## src/hdl/itda_pkg.sv

```systemverilog
// ----------------------------------------------------------------------------
// itda_pkg
// Shared constants for the signed integer to decimal ASCII converter.
// ----------------------------------------------------------------------------
package itda_pkg;

  // output character width and codes
  localparam int unsigned CHAR_W = 6;
  localparam logic [CHAR_W-1:0] CH_ZERO  = 6'd48;
  localparam logic [CHAR_W-1:0] CH_MINUS = 6'd45;

  // one decimal digit in bcd
  localparam int unsigned DIGIT_W = 4;
  localparam logic [DIGIT_W-1:0] DIGIT_FIVE  = 4'd5;
  localparam logic [DIGIT_W-1:0] DIGIT_THREE = 4'd3;

  // shift-and-add-3 steps done in one pipeline stage
  localparam int unsigned DABBLE_STEPS = 8;

endpackage

```

## src/hdl/itda_neg.sv

```systemverilog
// ----------------------------------------------------------------------------
// itda_neg
// Entry stage: splits the signed request into sign and magnitude.
// ----------------------------------------------------------------------------
module itda_neg
  import itda_pkg::*;
#(
  parameter int unsigned W = 32
) (
  input  logic         clk,
  input  logic         rst_n,
  input  logic         in_vld,
  output logic         in_rdy,
  input  logic [W-1:0] in_val,
  output logic         out_vld,
  input  logic         out_rdy,
  output logic         out_neg,
  output logic [W-1:0] out_mag
);

  logic         vld_r;
  logic         neg_r;
  logic [W-1:0] mag_r;
  logic         neg_nxt;
  logic [W-1:0] mag_nxt;

  // stage can take a request when empty or when downstream drains it
  assign in_rdy = !vld_r || out_rdy;

  // magnitude fits in W bits unsigned, also for the most negative value
  always_comb begin
    neg_nxt = in_val[W-1];
    mag_nxt = neg_nxt ? (~in_val + {{(W-1){1'b0}}, 1'b1}) : in_val;
  end

  // valid bit
  always_ff @(posedge clk) begin
    if (!rst_n) begin
      vld_r <= 1'b0;
    end else if (in_rdy) begin
      vld_r <= in_vld;
    end
  end

  // payload
  always_ff @(posedge clk) begin
    if (in_rdy && in_vld) begin
      neg_r <= neg_nxt;
      mag_r <= mag_nxt;
    end
  end

  assign out_vld = vld_r;
  assign out_neg = neg_r;
  assign out_mag = mag_r;

endmodule

```

## src/hdl/itda_dabble.sv

```systemverilog
// ----------------------------------------------------------------------------
// itda_dabble
// One pipeline stage of binary to bcd conversion: STEPS shift-and-add-3 steps.
// ----------------------------------------------------------------------------
module itda_dabble
  import itda_pkg::*;
#(
  parameter int unsigned W     = 32,
  parameter int unsigned ND    = 10,
  parameter int unsigned STEPS = 8
) (
  input  logic                  clk,
  input  logic                  rst_n,
  input  logic                  in_vld,
  output logic                  in_rdy,
  input  logic                  in_neg,
  input  logic [W-1:0]          in_bin,
  input  logic [ND*DIGIT_W-1:0] in_bcd,
  output logic                  out_vld,
  input  logic                  out_rdy,
  output logic                  out_neg,
  output logic [W-1:0]          out_bin,
  output logic [ND*DIGIT_W-1:0] out_bcd
);

  localparam int unsigned BCD_W = ND * DIGIT_W;

  logic                 vld_r;
  logic                 neg_r;
  logic [W-1:0]         bin_r;
  logic [BCD_W-1:0]     bcd_r;
  logic [W-1:0]         bin_nxt;
  logic [BCD_W-1:0]     bcd_nxt;
  logic [BCD_W+W-1:0]   work;

  assign in_rdy = !vld_r || out_rdy;

  // adjust digits of five or more, then shift in the next binary bit
  always_comb begin
    work = {in_bcd, in_bin};
    for (int s = 0; s < STEPS; s++) begin
      for (int d = 0; d < ND; d++) begin
        if (work[W+d*DIGIT_W +: DIGIT_W] >= DIGIT_FIVE) begin
          work[W+d*DIGIT_W +: DIGIT_W] = work[W+d*DIGIT_W +: DIGIT_W] + DIGIT_THREE;
        end
      end
      work = work << 1;
    end
    bin_nxt = work[W-1:0];
    bcd_nxt = work[BCD_W+W-1:W];
  end

  // valid bit
  always_ff @(posedge clk) begin
    if (!rst_n) begin
      vld_r <= 1'b0;
    end else if (in_rdy) begin
      vld_r <= in_vld;
    end
  end

  // payload
  always_ff @(posedge clk) begin
    if (in_rdy && in_vld) begin
      neg_r <= in_neg;
      bin_r <= bin_nxt;
      bcd_r <= bcd_nxt;
    end
  end

  assign out_vld = vld_r;
  assign out_neg = neg_r;
  assign out_bin = bin_r;
  assign out_bcd = bcd_r;

endmodule

```

## src/hdl/itda_lead.sv

```systemverilog
// ----------------------------------------------------------------------------
// itda_lead
// Finds the most significant nonzero digit so leading zeros are skipped.
// ----------------------------------------------------------------------------
module itda_lead
  import itda_pkg::*;
#(
  parameter int unsigned ND    = 10,
  parameter int unsigned IDX_W = 4
) (
  input  logic                  clk,
  input  logic                  rst_n,
  input  logic                  in_vld,
  output logic                  in_rdy,
  input  logic                  in_neg,
  input  logic [ND*DIGIT_W-1:0] in_bcd,
  output logic                  out_vld,
  input  logic                  out_rdy,
  output logic                  out_neg,
  output logic [ND*DIGIT_W-1:0] out_bcd,
  output logic [IDX_W-1:0]      out_msd
);

  logic                  vld_r;
  logic                  neg_r;
  logic [ND*DIGIT_W-1:0] bcd_r;
  logic [IDX_W-1:0]      msd_r;
  logic [IDX_W-1:0]      msd_nxt;

  assign in_rdy = !vld_r || out_rdy;

  // highest nonzero digit wins; all zero leaves index 0 for a single '0'
  always_comb begin
    msd_nxt = '0;
    for (int d = 0; d < ND; d++) begin
      if (in_bcd[d*DIGIT_W +: DIGIT_W] != '0) begin
        msd_nxt = IDX_W'(d);
      end
    end
  end

  // valid bit
  always_ff @(posedge clk) begin
    if (!rst_n) begin
      vld_r <= 1'b0;
    end else if (in_rdy) begin
      vld_r <= in_vld;
    end
  end

  // payload
  always_ff @(posedge clk) begin
    if (in_rdy && in_vld) begin
      neg_r <= in_neg;
      bcd_r <= in_bcd;
      msd_r <= msd_nxt;
    end
  end

  assign out_vld = vld_r;
  assign out_neg = neg_r;
  assign out_bcd = bcd_r;
  assign out_msd = msd_r;

endmodule

```

## src/hdl/itda_serial.sv

```systemverilog
// ----------------------------------------------------------------------------
// itda_serial
// Emits the sign and digits of one number, one character per cycle.
// ----------------------------------------------------------------------------
module itda_serial
  import itda_pkg::*;
#(
  parameter int unsigned ND    = 10,
  parameter int unsigned IDX_W = 4
) (
  input  logic                  clk,
  input  logic                  rst_n,
  input  logic                  in_vld,
  output logic                  in_rdy,
  input  logic                  in_neg,
  input  logic [ND*DIGIT_W-1:0] in_bcd,
  input  logic [IDX_W-1:0]      in_msd,
  output logic                  out_valid,
  output logic [CHAR_W-1:0]     out_ascii_char,
  output logic                  out_last
);

  logic                  act_r;
  logic                  sign_r;
  logic [IDX_W-1:0]      idx_r;
  logic [ND*DIGIT_W-1:0] bcd_r;
  logic                  ovld_r;
  logic [CHAR_W-1:0]     char_r;
  logic                  last_r;
  logic                  fin;
  logic [DIGIT_W-1:0]    digit;
  logic [CHAR_W-1:0]     char_nxt;

  // the final character goes out this cycle, so the next number may load
  assign fin    = act_r && !sign_r && (idx_r == '0);
  assign in_rdy = !act_r || fin;

  assign digit    = bcd_r[{idx_r, 2'b00} +: DIGIT_W];
  assign char_nxt = sign_r ? CH_MINUS : (CH_ZERO + {{(CHAR_W-DIGIT_W){1'b0}}, digit});

  // character sequencer
  always_ff @(posedge clk) begin
    if (!rst_n) begin
      act_r <= 1'b0;
    end else if (in_rdy) begin
      act_r <= in_vld;
    end
  end

  always_ff @(posedge clk) begin
    if (in_rdy && in_vld) begin
      sign_r <= in_neg;
      idx_r  <= in_msd;
      bcd_r  <= in_bcd;
    end else if (act_r) begin
      if (sign_r) begin
        sign_r <= 1'b0;
      end else begin
        idx_r <= idx_r - 1'b1;
      end
    end
  end

  // output register
  always_ff @(posedge clk) begin
    if (!rst_n) begin
      ovld_r <= 1'b0;
    end else begin
      ovld_r <= act_r;
    end
  end

  always_ff @(posedge clk) begin
    char_r <= char_nxt;
    last_r <= fin;
  end

  assign out_valid      = ovld_r;
  assign out_ascii_char = char_r;
  assign out_last       = last_r;

endmodule

```

## src/hdl/int_to_decimal_ascii.sv

```systemverilog
// ----------------------------------------------------------------------------
// int_to_decimal_ascii
// Converts a signed integer to its decimal ASCII text, most significant first.
// ----------------------------------------------------------------------------
// Usage:
//   A request is taken at a rising edge with start high and busy low; in_value
//   is a two's complement integer of VALUE_WIDTH bits.
//   Each request yields its characters on out_ascii_char, one per cycle with
//   out_valid high for that cycle: '-' first for negative values, then the
//   digits without leading zeros, out_last high on the final one. Zero gives
//   a single '0'. The most negative value converts exactly.
//   The first character passes the sign stage, one shift-and-add-3 stage per
//   8 input bits, the leading-digit stage, the sequencer and its output
//   register; the rest follow back to back. The pipeline takes a request
//   every cycle unless held by the character sequencer, which sends one
//   character per cycle and takes the next number only with the final
//   character of the current one, up to 11 characters at 32 bits.
//   busy rises when the pipeline is full and waits on the sequencer.
//   The receiver cannot stall: each character is on the ports for exactly one cycle.
//   Reset (rst_n low, synchronous) empties the pipeline and drops any
//   characters not yet sent.
// ----------------------------------------------------------------------------
module int_to_decimal_ascii
  import itda_pkg::*;
#(
  parameter int unsigned VALUE_WIDTH = 32
) (
  input  logic                   clk,
  input  logic                   rst_n,
  input  logic                   start,
  output logic                   busy,
  input  logic [VALUE_WIDTH-1:0] in_value,
  output logic                   out_valid,
  output logic [CHAR_W-1:0]      out_ascii_char,
  output logic                   out_last
);

  localparam int unsigned ND     = (VALUE_WIDTH * 30103) / 100000 + 1;
  localparam int unsigned IDX_W  = $clog2(ND);
  localparam int unsigned BCD_W  = ND * DIGIT_W;
  localparam int unsigned NS     = (VALUE_WIDTH + DABBLE_STEPS - 1) / DABBLE_STEPS;
  localparam int unsigned LAST_S = VALUE_WIDTH - DABBLE_STEPS * (NS - 1);

  logic                   neg_rdy;
  logic                   vld   [NS+1];
  logic                   rdy   [NS+1];
  logic                   neg   [NS+1];
  logic [VALUE_WIDTH-1:0] bin   [NS+1];
  logic [BCD_W-1:0]       bcd   [NS+1];
  logic                   ld_vld;
  logic                   ld_rdy;
  logic                   ld_neg;
  logic [BCD_W-1:0]       ld_bcd;
  logic [IDX_W-1:0]       ld_msd;

  assign busy = !neg_rdy;

  // sign and magnitude
  itda_neg #(
    .W (VALUE_WIDTH)
  ) u_neg (
    .clk     (clk),
    .rst_n   (rst_n),
    .in_vld  (start),
    .in_rdy  (neg_rdy),
    .in_val  (in_value),
    .out_vld (vld[0]),
    .out_rdy (rdy[0]),
    .out_neg (neg[0]),
    .out_mag (bin[0])
  );

  assign bcd[0] = '0;

  // binary to bcd pipeline
  for (genvar k = 0; k < NS; k++) begin : g_dabble
    localparam int unsigned STEPS = (k == NS - 1) ? LAST_S : DABBLE_STEPS;
    itda_dabble #(
      .W     (VALUE_WIDTH),
      .ND    (ND),
      .STEPS (STEPS)
    ) u_dabble (
      .clk     (clk),
      .rst_n   (rst_n),
      .in_vld  (vld[k]),
      .in_rdy  (rdy[k]),
      .in_neg  (neg[k]),
      .in_bin  (bin[k]),
      .in_bcd  (bcd[k]),
      .out_vld (vld[k+1]),
      .out_rdy (rdy[k+1]),
      .out_neg (neg[k+1]),
      .out_bin (bin[k+1]),
      .out_bcd (bcd[k+1])
    );
  end

  // leading digit search
  itda_lead #(
    .ND    (ND),
    .IDX_W (IDX_W)
  ) u_lead (
    .clk     (clk),
    .rst_n   (rst_n),
    .in_vld  (vld[NS]),
    .in_rdy  (rdy[NS]),
    .in_neg  (neg[NS]),
    .in_bcd  (bcd[NS]),
    .out_vld (ld_vld),
    .out_rdy (ld_rdy),
    .out_neg (ld_neg),
    .out_bcd (ld_bcd),
    .out_msd (ld_msd)
  );

  // character sequencer and output register
  itda_serial #(
    .ND    (ND),
    .IDX_W (IDX_W)
  ) u_serial (
    .clk            (clk),
    .rst_n          (rst_n),
    .in_vld         (ld_vld),
    .in_rdy         (ld_rdy),
    .in_neg         (ld_neg),
    .in_bcd         (ld_bcd),
    .in_msd         (ld_msd),
    .out_valid      (out_valid),
    .out_ascii_char (out_ascii_char),
    .out_last       (out_last)
  );

endmodule
```

## config.mk

```make
export PLATFORM = sky130hd
export DESIGN_NAME = int_to_decimal_ascii
export DESIGN_NICKNAME = d
export VERILOG_FILES = /design/src/hdl/itda_pkg.sv /design/src/hdl/itda_neg.sv /design/src/hdl/itda_dabble.sv /design/src/hdl/itda_lead.sv /design/src/hdl/itda_serial.sv /design/src/hdl/int_to_decimal_ascii.sv
export SDC_FILE = /design/constraint.sdc
export NUM_CORES = 1
export LEC_CHECK = 0
export BUFFER_PORTS_ARGS = -buffer_cell sky130_fd_sc_hd__buf_4
export CAP_MARGIN = 20
export CORE_MARGIN = 5
export CORE_UTILIZATION = 45
export DETAILED_ROUTE_END_ITERATION = 7
export PLACE_DENSITY = 0.71
export RECOVER_POWER = 25
export SLEW_MARGIN = 20
export SYNTH_ARGS = -nofsm -noshare
export SYNTH_HDL_FRONTEND = slang
export SYNTH_HIERARCHICAL = 1
export SYNTH_SLANG_ARGS = --single-unit
```

## constraint.sdc

```tcl
create_clock -name clk -period 10.24 [get_ports clk]
set_input_delay 2.048 -clock clk [delete_from_list [all_inputs] [get_ports clk]]
set_output_delay 2.048 -clock clk [all_outputs]
set_load 0.02 [all_outputs]
```

==> implementation parameters <==
Parameter                              Value

Worst hold path
  Launch point of the worst hold path    u_neg/out_mag[20]
  Hold/Removal Path Class    flop to flop

STA
  Setup skew after layout    ~27 ps
  F_max    0.114 GHz
  Headroom to the max-slew limit    -7.46%
  Final setup TNS    0 ps
  Final hold violation count    0
  Period utilisation layout    85.6%
  Final Max Tran Viols    34
  Tmin final    8770 ps
  # setup viols final    0
  Unrepaired setup endpoints after global routing    no
  Worst Tran Pin Value    ~1600 ps

Setup path
  Critical-path top delay cell    a211oi_2
  Critical path startpoint category    flop
  Longest individual stage delay on the worst path    760 ps
  Data arrival at the endpoint of the critical path    around 9000 ps
  Number of buffers and inverters on the critical path    2
  Most frequent CP cell    ha_1
  Startpoint of the lowest-slack register-to-register path    g_dabble[1].u_dabble/out_bcd[8]
  Register-to-register path setup slack    around 1500 ps
  Category of cells accounting for the largest share of critical-path delay    compound AO/OA/AOI/OAI gates
  Critical Path End Type    flop
  Number of cell instances on the worst register-to-register path    32
  Worst Path Max Fanout    15
  Crit. path cell count    32
  CP required    about 11000 ps
  End of the worst register-to-register path    g_dabble[2].u_dabble/out_bcd[10]
  Worst setup path end    g_dabble[2].u_dabble/out_bcd[10]
  Startpoint of the worst setup timing path    g_dabble[1].u_dabble/out_bcd[8]
  Type of the worst setup path    flop to flop

Global routing
  Largest net degree at the start of global routing    between 60 and 70
  Vias in the first global route    around 49000
  Wire length of the first global-routing pass    223000 um
  Total global routing overflow    0
  Aggregate global-route resource usage    between 10% and 20%
  Initial antenna violation count    1

Routing
  Post-detailed-routing wire length    about 130000 um
  Vias per cell    6.07
  # DRC    0
  Overall via count from detail_route    roughly 55000
  First-pass iteration count of the detailed router    6
  Number of nets with antenna violations after routing    0
  Routed len/inst    about 14 um
  Violation count after the first detailed-route iteration    about 3600

Clocking
  Worst-Skew Late Latency    around 630 ps
  Clock root buffer master    clkbuf_16
  Total of cells resized after clock tree synthesis    0
  Clock tree from TritonCTS    yes
  Clock transition at the registers of the reported paths    about 70 ps
  Buffers inserted by post-CTS timing repair    0
  CTS HTree Levels    2
  Number of CTS-inserted buffers    43
  Clock Tree Buf Depth    3
  Number of hold buffers added after cts    0
  Clock Sink Count    roughly 350

Layout
  Fillers    12063
  Most common cell after layout, fill and taps aside    nand2_1
  Number of nets at the end of the flow    approximately 7700
  Final Instance Area    approximately 60000 um2
  Fraction of final layout cells sized beyond drive strength 1    10.0%
  Multi-input logic area    around 44000 um2
  FF+latch area    10300 um2
  Syn-to-layout area delta    5.76%
  N_diodes    0
  Commonest cells after routing, fill and taps aside    702 x nand2_1, 547 x nor2_1, 474 x o21ai_0, 463 x a21oi_1, 411 x inv_1

Yosys
  Mean instance size in the synthesized netlist    7.63 um2
  Gate count after technology mapping    about 7400
  Total standard cell area after synthesis    between 50000 and 60000 um2
  Yosys warning total    6

Status
  Violated checks    capacitance limit, slew limit
  Status    finished, violations left

Floorplanning
  Die area    between 100000 and 150000 um2
  DIE WIDTH    365 um
  Chip height    365 um
  Total number of placement rows    130
  Std-Cell Core Area    between 100000 and 150000 um2
  Starting utilization of the core area    between 40 and 50%
  I/O pin cnt    between 40 and 50

Placement
  Quantity of I/O buffers inserted on ports    between 40 and 50
  Post-detailed-placement cell area    between 50000 and 60000 um2
  GP Congestion    a little under 0.9
  Sum of net half-perimeters after detailed placement    99900 um

Run
  Max Cap Violations    1
worst min path at each step:
stage                                            end  slack, ps  cells after the start
floorplan            g_dabble[0].u_dabble/out_bcd[0]        400                      0
global placement    g_dabble[0].u_dabble/out_bin[20]        400                      0
detailed placement                u_serial/bcd_r[13]        400                      0
CTS                 g_dabble[0].u_dabble/out_bin[28]        410                      0
global route                      u_serial/bcd_r[11]        420                      0
finish              g_dabble[0].u_dabble/out_bin[28]        410                      0
sequential cells by signal (all words and copies together), names as in the netlist, 4 cells and up:
signal	count
u_lead/out_bcd	40
u_lead/out_msd	4
u_serial/out_ascii_char	5
u_serial/idx_r	4
g_dabble.u_dabble/out_bin	48
g_dabble.u_dabble/out_bcd	160
g_dabble.u_dabble/out_neg	4
g_dabble.u_dabble/out_vld	4
u_serial/bcd_r	40
u_neg/out_mag	32
metrics by stage:
stage          cells  utilization, %  worst slack, ps  hold WS, ps
6_report        9095            47.8             1470          408
5_1_grt         9095            47.8              734          417
4_1_cts         9095            47.8             1600          410
3_5_place_dp    9018            46.7             1650          405
3_3_place_gp    9018            46.7             2000          401
2_1_floorplan   7601               -             2840          400
metal layers:
metal / share of wire (%) / global-route usage, % / up-vias
li1: - / - / 28230
met3: 3.6 / 1.90 / 131
met4: 1.4 / 3.63 / 0
met1: 46 / 24.0 / 25832
met2: 49 / 33.5 / 1042
met5: 0 / 0 / -
cell type report:
class                   count  share of cell area [%]
clock inverters            27                   0.393
inverters                 443                    2.80
well taps                1650                    3.45
multi-input cells        6517                    73.5
repair buffers             59                   0.727
flip-flops and latches    349                    17.3
clock buffers              50                    1.84
Power is not shown: default switching activity piles up to over one toggle a cycle in this logic, so the estimate is an artifact.
